--- config.mk ---
export PLATFORM = sky130hd
export DESIGN_NAME = infix_add_sub_expression_evaluator_top
export DESIGN_NICKNAME = d
export VERILOG_FILES = /design/src/rtl/iae_pkg.sv /design/src/rtl/iae_front.sv /design/src/rtl/iae_queue.sv /design/src/rtl/iae_back.sv /design/src/rtl/infix_add_sub_expression_evaluator_top.sv
export SDC_FILE = /design/constraint.sdc
export NUM_CORES = 1
export LEC_CHECK = 0
export ABC_AREA = 1
export BUFFER_PORTS_ARGS = -buffer_cell sky130_fd_sc_hd__buf_4
export CORE_AREA = 2 2 342 344
export CTS_CLUSTER_SIZE = 10
export DETAILED_ROUTE_END_ITERATION = 16
export DIE_AREA = 0 0 344 346
export GPL_TIMING_DRIVEN = 0
export HOLD_SLACK_MARGIN = 0.12
export PLACE_DENSITY = 0.47
export SYNTH_ARGS = -nofsm -noshare
export SYNTH_HDL_FRONTEND = slang
export SYNTH_SLANG_ARGS = --single-unit
--- constraint.sdc ---
create_clock -name clock -period 5 [get_ports clock]
set_clock_uncertainty 0.2 [all_clocks]
set_input_delay 1 -clock clock [delete_from_list [all_inputs] [get_ports clock]]
set_output_delay 1 -clock clock [all_outputs]
set_load 0.1 [all_outputs]
--- src/rtl/iae_pkg.sv ---
// Shared types and constants for the add/subtract expression evaluator.
// Used by the front end, the op queue, the back end, the top level and the checker.
// No dependencies.
`timescale 1ns / 1ps

package iae_pkg;

   localparam int VALUE_WIDTH = 32;
   localparam int PAREN_DEPTH = 16;

   // Nesting level counts 0..PAREN_DEPTH; stack index addresses 0..PAREN_DEPTH-1.
   localparam int LVL_W = $clog2(PAREN_DEPTH + 1);
   localparam int IDX_W = (PAREN_DEPTH > 1) ? $clog2(PAREN_DEPTH) : 1;

   localparam int Q_DEPTH = 4;
   localparam int QPTR_W  = $clog2(Q_DEPTH);
   localparam int QCNT_W  = $clog2(Q_DEPTH + 1);

   localparam logic [7:0] CH_SPACE = 8'h20;
   localparam logic [7:0] CH_OPEN  = 8'h28;
   localparam logic [7:0] CH_CLOSE = 8'h29;
   localparam logic [7:0] CH_PLUS  = 8'h2B;
   localparam logic [7:0] CH_MINUS = 8'h2D;
   localparam logic [7:0] CH_ZERO  = 8'h30;
   localparam logic [7:0] CH_NINE  = 8'h39;

   localparam logic [1:0] ST_OK        = 2'd0;
   localparam logic [1:0] ST_UNMATCHED = 2'd1;
   localparam logic [1:0] ST_DEEP      = 2'd2;
   localparam logic [1:0] ST_CHAR      = 2'd3;

   typedef enum logic [2:0] {
      OP_DIGIT,
      OP_PLUS,
      OP_MINUS,
      OP_OPEN,
      OP_CLOSE,
      OP_NOP,
      OP_BAD
   } op_type;

   typedef struct packed {
      logic [7:0] character;
      logic       last;
   } req_type;

   typedef struct packed {
      logic signed [VALUE_WIDTH-1:0] value;
      logic [1:0]                    status;
   } rsp_type;

   typedef struct packed {
      op_type     op;
      logic [3:0] digit;
      logic       last;
   } q_entry_type;

endpackage

--- src/rtl/iae_front.sv ---
// Front end: decodes each incoming character beat into a queue op.
// Depends on iae_pkg. Feeds iae_queue.
`timescale 1ns / 1ps

module iae_front (
   input  logic                 req_valid,
   output logic                 req_ready,
   input  iae_pkg::req_type     req_data,
   input  logic                 q_full,
   output logic                 q_push,
   output iae_pkg::q_entry_type q_wr_entry
);
   import iae_pkg::*;

   op_type op;

   always_comb begin
      unique case (req_data.character) inside
         [CH_ZERO:CH_NINE]: op = OP_DIGIT;
         CH_PLUS:           op = OP_PLUS;
         CH_MINUS:          op = OP_MINUS;
         CH_OPEN:           op = OP_OPEN;
         CH_CLOSE:          op = OP_CLOSE;
         CH_SPACE:          op = OP_NOP;
         default:           op = OP_BAD;
      endcase
   end

   assign req_ready = !q_full;

   // Spaces carry no work; only a space that ends the expression goes through.
   assign q_push = req_valid && !q_full && (req_data.last || (op != OP_NOP));

   assign q_wr_entry.op    = op;
   assign q_wr_entry.digit = req_data.character[3:0];
   assign q_wr_entry.last  = req_data.last;

endmodule

--- src/rtl/iae_queue.sv ---
// Short op queue between the front end and the back end.
// Depends on iae_pkg for the entry type and depth.
`timescale 1ns / 1ps

module iae_queue (
   input  logic                 clock,
   input  logic                 reset,
   input  logic                 push,
   input  iae_pkg::q_entry_type wr_entry,
   output logic                 full,
   input  logic                 pop,
   output logic                 rd_valid,
   output iae_pkg::q_entry_type rd_entry
);
   import iae_pkg::*;

   q_entry_type            mem_ff [Q_DEPTH];
   logic [QPTR_W-1:0]      wr_ptr_ff;
   logic [QPTR_W-1:0]      wr_ptr_in;
   logic [QPTR_W-1:0]      rd_ptr_ff;
   logic [QPTR_W-1:0]      rd_ptr_in;
   logic [QCNT_W-1:0]      count_ff;
   logic [QCNT_W-1:0]      count_in;
   logic                   do_push;
   logic                   do_pop;

   assign full     = (count_ff == QCNT_W'(Q_DEPTH));
   assign rd_valid = (count_ff != '0);
   assign rd_entry = mem_ff[rd_ptr_ff];

   assign do_push = push && !full;
   assign do_pop  = pop && rd_valid;

   always_comb begin
      wr_ptr_in = do_push ? QPTR_W'(wr_ptr_ff + 1'b1) : wr_ptr_ff;
      rd_ptr_in = do_pop ? QPTR_W'(rd_ptr_ff + 1'b1) : rd_ptr_ff;
      count_in  = count_ff;
      if (do_push && !do_pop) begin
         count_in = QCNT_W'(count_ff + 1'b1);
      end else if (do_pop && !do_push) begin
         count_in = QCNT_W'(count_ff - 1'b1);
      end
   end

   always_ff @(posedge clock) begin
      if (reset) begin
         wr_ptr_ff <= '0;
         rd_ptr_ff <= '0;
         count_ff  <= '0;
      end else begin
         wr_ptr_ff <= wr_ptr_in;
         rd_ptr_ff <= rd_ptr_in;
         count_ff  <= count_in;
      end
   end

   always_ff @(posedge clock) begin
      if (do_push) begin
         mem_ff[wr_ptr_ff] <= wr_entry;
      end
   end

endmodule

--- src/rtl/iae_back.sv ---
// Back end: executes one queued op per cycle when one is queued (a last op also waits
// for a free result slot) against the running total, the signed current term and the
// parenthesis stack, then finishes and holds the result. Depends on iae_pkg.
`timescale 1ns / 1ps

module iae_back (
   input  logic                 clock,
   input  logic                 reset,
   input  logic                 q_valid,
   input  iae_pkg::q_entry_type q_entry,
   output logic                 q_pop,
   output logic                 rsp_valid,
   input  logic                 rsp_ready,
   output iae_pkg::rsp_type     rsp_data
);
   import iae_pkg::*;

   // The current number is kept with its sign already applied, so a term
   // closes with a single add.
   logic [VALUE_WIDTH-1:0] total_ff, total_in;
   logic [VALUE_WIDTH-1:0] term_ff, term_in;
   logic                   sign_ff, sign_in;
   logic [LVL_W-1:0]       level_ff, level_in;
   logic [1:0]             err_ff, err_in;

   logic [VALUE_WIDTH-1:0] stk_total_ff [PAREN_DEPTH];
   logic                   stk_sign_ff  [PAREN_DEPTH];

   logic                   pend_valid_ff, pend_valid_in;
   logic [VALUE_WIDTH-1:0] pend_total_ff, pend_term_ff;
   logic [1:0]             pend_status_ff, pend_status_in;

   logic                   rsp_valid_ff, rsp_valid_in;
   rsp_type                rsp_data_ff;

   logic                   pend_move;
   logic                   pend_free;
   logic                   exec;
   logic                   finish;
   logic                   push_en;
   logic [IDX_W-1:0]       push_idx;
   logic [IDX_W-1:0]       pop_idx;
   logic [VALUE_WIDTH-1:0] t_close;
   logic [VALUE_WIDTH-1:0] term_x10;
   logic [VALUE_WIDTH-1:0] digit_ext;
   logic [VALUE_WIDTH-1:0] pend_sum;

   assign pend_move = pend_valid_ff && (!rsp_valid_ff || rsp_ready);
   assign pend_free = !pend_valid_ff || pend_move;
   assign exec      = q_valid && (!q_entry.last || pend_free);
   assign finish    = exec && q_entry.last;
   assign q_pop     = exec;

   assign push_idx  = level_ff[IDX_W-1:0];
   assign pop_idx   = IDX_W'(level_ff - 1'b1);
   assign t_close   = total_ff + term_ff;
   assign term_x10  = (term_ff << 3) + (term_ff << 1);
   assign digit_ext = VALUE_WIDTH'(q_entry.digit);

   always_comb begin
      total_in = total_ff;
      term_in  = term_ff;
      sign_in  = sign_ff;
      level_in = level_ff;
      err_in   = err_ff;
      push_en  = 1'b0;

      unique case (q_entry.op) inside
         OP_DIGIT: begin
            term_in = sign_ff ? (term_x10 - digit_ext) : (term_x10 + digit_ext);
         end
         OP_PLUS, OP_MINUS: begin
            total_in = t_close;
            term_in  = '0;
            sign_in  = (q_entry.op == OP_MINUS);
         end
         OP_OPEN: begin
            if (level_ff == LVL_W'(PAREN_DEPTH)) begin
               if (err_ff == ST_OK) err_in = ST_DEEP;
            end else begin
               push_en  = 1'b1;
               level_in = LVL_W'(level_ff + 1'b1);
               total_in = '0;
               term_in  = '0;
               sign_in  = 1'b0;
            end
         end
         OP_CLOSE: begin
            if (level_ff == '0) begin
               if (err_ff == ST_OK) err_in = ST_UNMATCHED;
            end else begin
               level_in = LVL_W'(level_ff - 1'b1);
               total_in = stk_sign_ff[pop_idx] ? (stk_total_ff[pop_idx] - t_close)
                                               : (stk_total_ff[pop_idx] + t_close);
               term_in  = '0;
               sign_in  = 1'b0;
            end
         end
         OP_BAD: begin
            if (err_ff == ST_OK) err_in = ST_CHAR;
         end
         default: begin
         end
      endcase

      if (err_in != ST_OK) begin
         pend_status_in = err_in;
      end else if (level_in != '0) begin
         pend_status_in = ST_UNMATCHED;
      end else begin
         pend_status_in = ST_OK;
      end
   end

   assign pend_valid_in = finish ? 1'b1 : (pend_move ? 1'b0 : pend_valid_ff);
   assign rsp_valid_in  = pend_move ? 1'b1 : (rsp_ready ? 1'b0 : rsp_valid_ff);
   assign pend_sum      = pend_total_ff + pend_term_ff;

   always_ff @(posedge clock) begin
      if (reset) begin
         total_ff      <= '0;
         term_ff       <= '0;
         sign_ff       <= 1'b0;
         level_ff      <= '0;
         err_ff        <= ST_OK;
         pend_valid_ff <= 1'b0;
         rsp_valid_ff  <= 1'b0;
      end else begin
         pend_valid_ff <= pend_valid_in;
         rsp_valid_ff  <= rsp_valid_in;
         if (finish) begin
            // The expression is done: start the next one from a clean state.
            total_ff <= '0;
            term_ff  <= '0;
            sign_ff  <= 1'b0;
            level_ff <= '0;
            err_ff   <= ST_OK;
         end else if (exec) begin
            total_ff <= total_in;
            term_ff  <= term_in;
            sign_ff  <= sign_in;
            level_ff <= level_in;
            err_ff   <= err_in;
         end
      end
   end

   always_ff @(posedge clock) begin
      if (exec && push_en) begin
         stk_total_ff[push_idx] <= total_ff;
         stk_sign_ff[push_idx]  <= sign_ff;
      end
      if (finish) begin
         pend_total_ff  <= total_in;
         pend_term_ff   <= term_in;
         pend_status_ff <= pend_status_in;
      end
      if (pend_move) begin
         rsp_data_ff.status <= pend_status_ff;
         rsp_data_ff.value  <= (pend_status_ff == ST_OK) ? $signed(pend_sum) : '0;
      end
   end

   assign rsp_valid = rsp_valid_ff;
   assign rsp_data  = rsp_data_ff;

endmodule

--- src/rtl/infix_add_sub_expression_evaluator_top.sv ---
// Add/subtract expression evaluator with parentheses, one character per beat.
// Throughput: one character per cycle unless a pending result stalls, set by the back
// end's single close-term adder path; a closing ')' folds the sub-total in that same cycle.
// The last beat goes through the op queue, the pending stage and the result register.
// Reset (synchronous, active high) empties the queue and the result stages and
// clears the total, term, sign, nesting level and status; no clearing pass.
`timescale 1ns / 1ps

module infix_add_sub_expression_evaluator_top (
   input  logic             clock,
   input  logic             reset,
   input  logic             req_valid,
   output logic             req_ready,
   input  iae_pkg::req_type req_data,
   output logic             rsp_valid,
   input  logic             rsp_ready,
   output iae_pkg::rsp_type rsp_data
);
   import iae_pkg::*;

   logic        q_full;
   logic        q_push;
   logic        q_pop;
   logic        q_valid;
   q_entry_type q_wr_entry;
   q_entry_type q_rd_entry;

   iae_front u_front (
      .req_valid  (req_valid),
      .req_ready  (req_ready),
      .req_data   (req_data),
      .q_full     (q_full),
      .q_push     (q_push),
      .q_wr_entry (q_wr_entry)
   );

   iae_queue u_queue (
      .clock    (clock),
      .reset    (reset),
      .push     (q_push),
      .wr_entry (q_wr_entry),
      .full     (q_full),
      .pop      (q_pop),
      .rd_valid (q_valid),
      .rd_entry (q_rd_entry)
   );

   iae_back u_back (
      .clock     (clock),
      .reset     (reset),
      .q_valid   (q_valid),
      .q_entry   (q_rd_entry),
      .q_pop     (q_pop),
      .rsp_valid (rsp_valid),
      .rsp_ready (rsp_ready),
      .rsp_data  (rsp_data)
   );

endmodule

# After elaboration in Yosys (flattened, before gate mapping)
# Memory sizes are Yosys's and may differ from the RTL's. A register that Yosys moved wholly into a read port is not among the register bits.
# Index checks and enable logic that the tools add are counted.
[classes]
n_mux = 37
eq_ne = 15
n_addsub = 13
multipliers = 0
n_bitwise = 0
order_cmp = 2
div_mod_pow = 0
shifts = 0
n_reduce_logical = 35
[op_table]
columns = ["operator", "n"]
rows = [
  ["32-bit two-way mux", 6],
  ["32-bit adder", 4],
  ["32-bit one-hot mux with 4 select lines", 1],
  ["32-bit one-hot mux with 3 select lines", 1],
  ["8-bit by 6-bit == test with 1-bit output, second input constant", 5],
  ["32-bit by 4-bit adder with 32-bit output", 1],
  ["32-bit subtractor", 1],
  ["32-bit by 4-bit subtractor with 32-bit output", 1],
  ["3-bit one-hot mux with 6 select lines", 1],
  ["2-bit two-way mux", 8],
  ["1-bit two-way mux", 13],
  ["1-bit logical AND", 11],
  ["5-bit two-way mux", 2],
  ["5-bit one-hot mux with 2 select lines", 1],
  ["3-bit == test, second input constant", 3],
  ["8-bit by 6-bit greater-or-equal comparator with 1-bit output, second input constant", 1],
  ["8-bit by 6-bit less-or-equal comparator with 1-bit output, second input constant", 1],
  ["2-bit nonzero test", 4],
  ["3-bit by 2-bit == test with 1-bit output, second input constant", 2],
  ["1-bit logical NOT", 6],
  ["3-bit two-way mux", 2],
  ["2-bit one-hot mux with 3 select lines", 1],
  ["3-bit nonzero test", 2],
  ["5-bit by 1-bit adder with 5-bit output, second input constant", 1],
  ["16 further kinds", 23],
]
[totals]
in_bits = 13
reg_bits = 181
out_inout_bits = 36
word_cells = 120
mem_bits_ro = 0
mem_bits_rw = 560
mem_count = 3
latchBits = 0
[mem_list]
columns = ["memory", "depth", "word_bits", "read_ports", "rd_ports_with_merged_regs", "write_ports", "line_no", "source"]
rows = [
  ["u_back.stk_total_ff", 16, 32, 1, 0, 1, "iae_back.sv:26", "logic [VALUE_WIDTH-1:0] stk_total_ff [PAREN_DEPTH];"],
  ["u_queue.mem_ff", 4, 8, 1, 1, 1, "iae_queue.sv:17", "q_entry_type mem_ff [Q_DEPTH];"],
  ["u_back.stk_sign_ff", 16, 1, 1, 0, 1, "iae_back.sv:27", "logic stk_sign_ff [PAREN_DEPTH];"],
]

# Depth between registers and ports, before layout
[depth]
depth_word = 11
ltp_mapped = 33
depth_no_buf = 33

# Cells and area by module
# From an unflattened synthesis, not the netlist that was laid out.
[unflattened]
cells_unflattened = 4409
hier_area_um2 = 39824.4
[modules_own_cells]
columns = ["mod", "area_each_um2", "cells_each", "n_inst"]
rows = [
  ["iae_back", 37915.1, 4220, 1],
  ["iae_queue", 1691.6, 145, 1],
  ["iae_front", 217.7, 44, 1],
]

# Least setup slack after synthesis
# Ideal clock, no wire load.
[synth_path]
kind = "flip-flop to flip-flop"
startpoint = "register u_back.level_ff[0]"
endpoint = "register u_back.pend_total_ff[26], data pin"
setup_ns = 0.274
path_buffers = 7
stages_incl_launch_ff = 30
required_time_ns = 4.526
arrival_ns = 4.921
period_less_slack_ns = 5.395
slack_ns = -0.395
cell_sequence = "dfxtp_1 > inv_2 > clkbuf_1 > clkbuf_1 > clkbuf_1 > ha_1 > clkbuf_1 > clkbuf_1 > clkbuf_1 > clkbuf_1 > o221ai_1 > nand3_1 > o21ai_0 > inv_1 > ha_1 > inv_1 > fa_1 > nand2_1 > o21ai_0 > nand2_1 > nand3b_1 > nand2_1 > nand2_1 > nand3b_1 > nand3_1 > nand3_1 > nand2_1 > or2_2 > nand3_1 > o211ai_1"
[synth_via]
elab_chain_cells = 6
word_cells_on_any_way = 11
cone_classes = "3 x add/sub; 1 x eq/ne; 4 x mux; 1 x reduce/logical; 2 x memory"
[synth_lines]
columns = ["element", "line_no", "source"]
rows = [
  ["start, declared", "iae_back.sv:23", "logic [LVL_W-1:0] level_ff, level_in;"],
  ["start signal, assigned", "iae_back.sv:142", "level_ff <= level_in;"],
  ["5-bit by 1-bit subtractor with 5-bit output", "iae_back.sv:55", "assign pop_idx = IDX_W'(level_ff - 1'b1);"],
  ["memory read 16 x 32 bit", "n/a", ""],
  ["32-bit adder or 32-bit subtractor (tied branches)", "iae_back.sv:94, iae_back.sv:93", ""],
  ["32-bit two-way mux", "iae_back.sv:93", "total_in = stk_sign_ff[pop_idx] ? (stk_total_ff[pop_idx] - t_close)"],
  ["32-bit two-way mux", "iae_back.sv:89", "if (level_ff == '0) begin"],
  ["32-bit one-hot mux with 3 select lines *", "iae_back.sv:68", "unique case (q_entry.op) inside"],
  ["net u_back.total_in[26]", "iae_back.sv:20", "logic [VALUE_WIDTH-1:0] total_ff, total_in;"],
  ["end signal, assigned", "iae_back.sv:154", "pend_total_ff <= total_in;"],
  ["end, declared", "iae_back.sv:30", "logic [VALUE_WIDTH-1:0] pend_total_ff, pend_term_ff;"],
]
# The timed path passes the listed nets; every way through them passes the cells marked *.
# A chain may end at the register's enable or synchronous reset.

# Worst setup path after layout
[layout_path]
startpoint = "register u_back.term_ff[0]"
endpoint = "register u_back.pend_total_ff[31], data pin"
[layout_via]
elab_chain_cells = 5
word_cells_on_any_way = 6
cone_classes = "3 x add/sub; 3 x mux"
[layout_lines]
columns = ["element", "line_no", "source"]
rows = [
  ["start, declared", "iae_back.sv:21", "logic [VALUE_WIDTH-1:0] term_ff, term_in;"],
  ["start signal, assigned", "iae_back.sv:140", "term_ff <= term_in;"],
  ["32-bit adder *", "iae_back.sv:56", "assign t_close = total_ff + term_ff;"],
  ["32-bit adder or 32-bit subtractor (tied branches)", "iae_back.sv:94, iae_back.sv:93", ""],
  ["32-bit two-way mux", "iae_back.sv:93", ""],
  ["32-bit two-way mux", "iae_back.sv:89", ""],
  ["32-bit one-hot mux with 3 select lines *", "iae_back.sv:68", ""],
  ["net u_back.total_in[31]", "iae_back.sv:20", ""],
]
# Marked as above.

==> run metrics <==
startpoint types=register; RSZ-0062 raised after global routing=true; top cells by area, synth=edfxtp_1 50%, nand2_1 7.7%, nor2_1 5.7%; Max-Cap Viols=0; WS Path Type=register to register; Util after Layout=0.4285; H-tree depth=3; Crit. End Element=register; Commonest cells post-synth=823 x nand2_1, 660 x edfxtp_1, 611 x nor2_1, 454 x inv_1, 397 x o21ai_0; # fillers=11,310; storage element area=21,640 µm²; mean routed wirelength per cell=24.55 µm; final setup vio count=0; Area Overhead vs Synth=23.57%; Synth Net Count=4,533; number of flops mapped to enable cells by yosys=660; leading area contributor after synthesis=edfxtp_1; multi-input logic area=18,340 µm²; Clock Path Buffers=3; slowest cell delay on critical path=0.41 ns; TritonCTS buffer count=90; DRC violations left=0; Ant. Diodes=0; clk root buf=clkbuf_16; pin count of the biggest net entering global routing=67; ys async rst share=0; clock sinks=743; Post-Route M1 WL=69.99 mm; CP required=5.22 ns; Worst Hold Class=register to register; Via-to-Cell Ratio=5.391; Post-Syn Area=40,030 µm²; Initial Utilization=0.3468; IO Pins=49; share of the synthesized area in the top cell type=0.4952; chip height=346 µm; worst-skew pair later-pin latency=0.69 ns; fin. max-slew vios=0; drt initial violations=2,980; Worst Path Max Fanout=4; FP Rows=125; most numerous cell in the Yosys netlist=nand2_1; Final Hold Viols=0; part of the cycle the worst path needs=0.9867; initial antenna violation count=5; met2 wire length=67.72 mm; global route overflow=0; Port Buf Inserts=48; wirelength, routed=152.9 mm; Slew @ Worst Pin=1.247 ns; normalized max-slew margin=0.1598; Max Freq=0.2027 GHz; GPL Wtd Cong=0.9400; crit path time final=4.934 ns; GRT Util Overall=0.2520; clk slew on worst S/H paths=0.06 ns; die width=344 µm; DR top layer=met4; CTS tree=built; Synth warnings=0; Vias=33,580; Post-DP HPWL=112.0 mm; fraction of layout cells with a size suffix above 1=0.1849; vias in the first global route=31,470; total iterations of the first detailed-routing run=6; status=finished, final reports clean; Avg Cell Area, Syn=9.149 µm²; Post-CTS Hold Buffers=0; post-route ant nets=0; fin nets=4,820; post-synthesis cell count=4,375; die area=119,000 µm²; Yosys reg bits=743; met3 wire len=10.84 mm; first-pass GRT wire length=218.1 mm; Seq/Total Area, Yosys=0.5367; Core Footprint=115,400 µm²; Synth Flop Type=edfxtp_1; critical path's slowest cell=fa_2; Data arrival, critical path=5.15 ns; Cell variety after synth=67
-- worst max-delay path: cells and delay by family, from the launching register on --
kind / cells / cell delay (ns)
AND/OR/NAND/NOR: 14 / 1.61
AO/OA/AOI/OAI: 6 / 1.22
adder cells (fa/ha/maj): 3 / 0.85
flip-flops: 1 / 0.39
XOR/XNOR: 1 / 0.22
buffers and inverters: 2 / 0.22
-- sequential cells by signal (all words and copies together) (netlist names), 2 cells and up, named ones only --
| name | flops |
|---|---|
| u_back.err_ff | 2 |
| u_back.level_ff | 5 |
| u_back.pend_status_ff | 2 |
| u_back.pend_term_ff | 32 |
| u_back.pend_total_ff | 32 |
| u_back.rsp_data | 34 |
| u_back.stk_sign_ff | 16 |
| u_back.stk_total_ff | 512 |
| u_back.term_ff | 32 |
| u_back.total_ff | 32 |
| u_queue.count_ff | 3 |
| u_queue.mem_ff | 32 |
| u_queue.rd_ptr_ff | 2 |
| u_queue.wr_ptr_ff | 2 |
-- stage by stage --
stage | instances | TNS, ns | area, µm² | setup slack, ns | hold WS, ns
after floorplan | 4375 | 0 | 40030 | 0.04100 | 0.2272
after global placement | 5947 | -1318.76 | 42300 | -3.677 | 0.2421
after detailed placement | 5968 | -201.26 | 42920 | -3.658 | 0.2355
after CTS | 6180 | 0 | 48040 | 0.001880 | 0.2474
after global routing | 6229 | -0.8549 | 49460 | -0.1403 | 0.2706
final | 6229 | 0 | 49460 | 0.06635 | 0.2479
-- cell type report --
type,count,share of cell area
Sequential cell,743,0.4376
Multi-Input combinational cell,3011,0.3709
Clock buffer,116,0.04877
Timing Repair Buffer,199,0.03972
Tap cell,1524,0.03855
Inverter,473,0.03655
Buffer,144,0.02272
Clock inverter,19,0.005186
-- placed cells by master, fill, tap and decap left out, drive strengths merged, types with 32 or more instances in the layout --
cell / n
mux2i: 80
dfxtp: 83
xor2: 44
nor3: 61
o21ai: 415
edfxtp: 660
nand4: 64
o221ai: 69
nand3: 193
a21oi: 224
ha: 138
clkbuf: 220
o32ai: 32
buf: 239
o22ai: 60
inv: 470
nand2: 840
nor2: 634
-- cells by family after synthesis --
logic type      after synthesis  share of synthesized area
simple gates               1831                     0.1909
compound gates              898                     0.1321
flops                       743                     0.5367
buf+inv                     621                    0.05952
fa+ha+maj                   145                    0.04664
mux                          80                    0.02001
xor+xnor                     57                    0.01416
-- final timing paths --
kind,from,endpoint,slack (ns),depth (start not counted)
setup / recovery,u_back.term_ff[0]$_SDFFE_PP0P_,u_back.pend_total_ff[31]$_DFFE_PP_,0.07,26
hold / removal,u_back.pend_status_ff[0]$_DFFE_PP_,u_back.rsp_data[0]$_DFFE_PP_,0.25,0
setup reg to reg,u_back.term_ff[0]$_SDFFE_PP0P_,u_back.pend_total_ff[31]$_DFFE_PP_,0.07,26
hold reg to reg,u_back.pend_status_ff[0]$_DFFE_PP_,u_back.rsp_data[0]$_DFFE_PP_,0.25,0
-- layer usage --
layer / global-route usage / vias up
met4: 0.07116 / 0
met3: 0.03887 / 179
met5: 0 / -
met1: 0.3646 / 16490
li1: - / 15830
met2: 0.3889 / 1088
-- timing repair --
item                                    CTS  global route
buffers inserted                         75            51
pin swaps                                86           107
gates resized for setup                 478           277
endpoints found under the setup margin   65           123
cloned                                    4             1
Power is left out: the tool's default activity adds up to more than one toggle a clock period on the data nets, which glitch-free logic cannot reach.
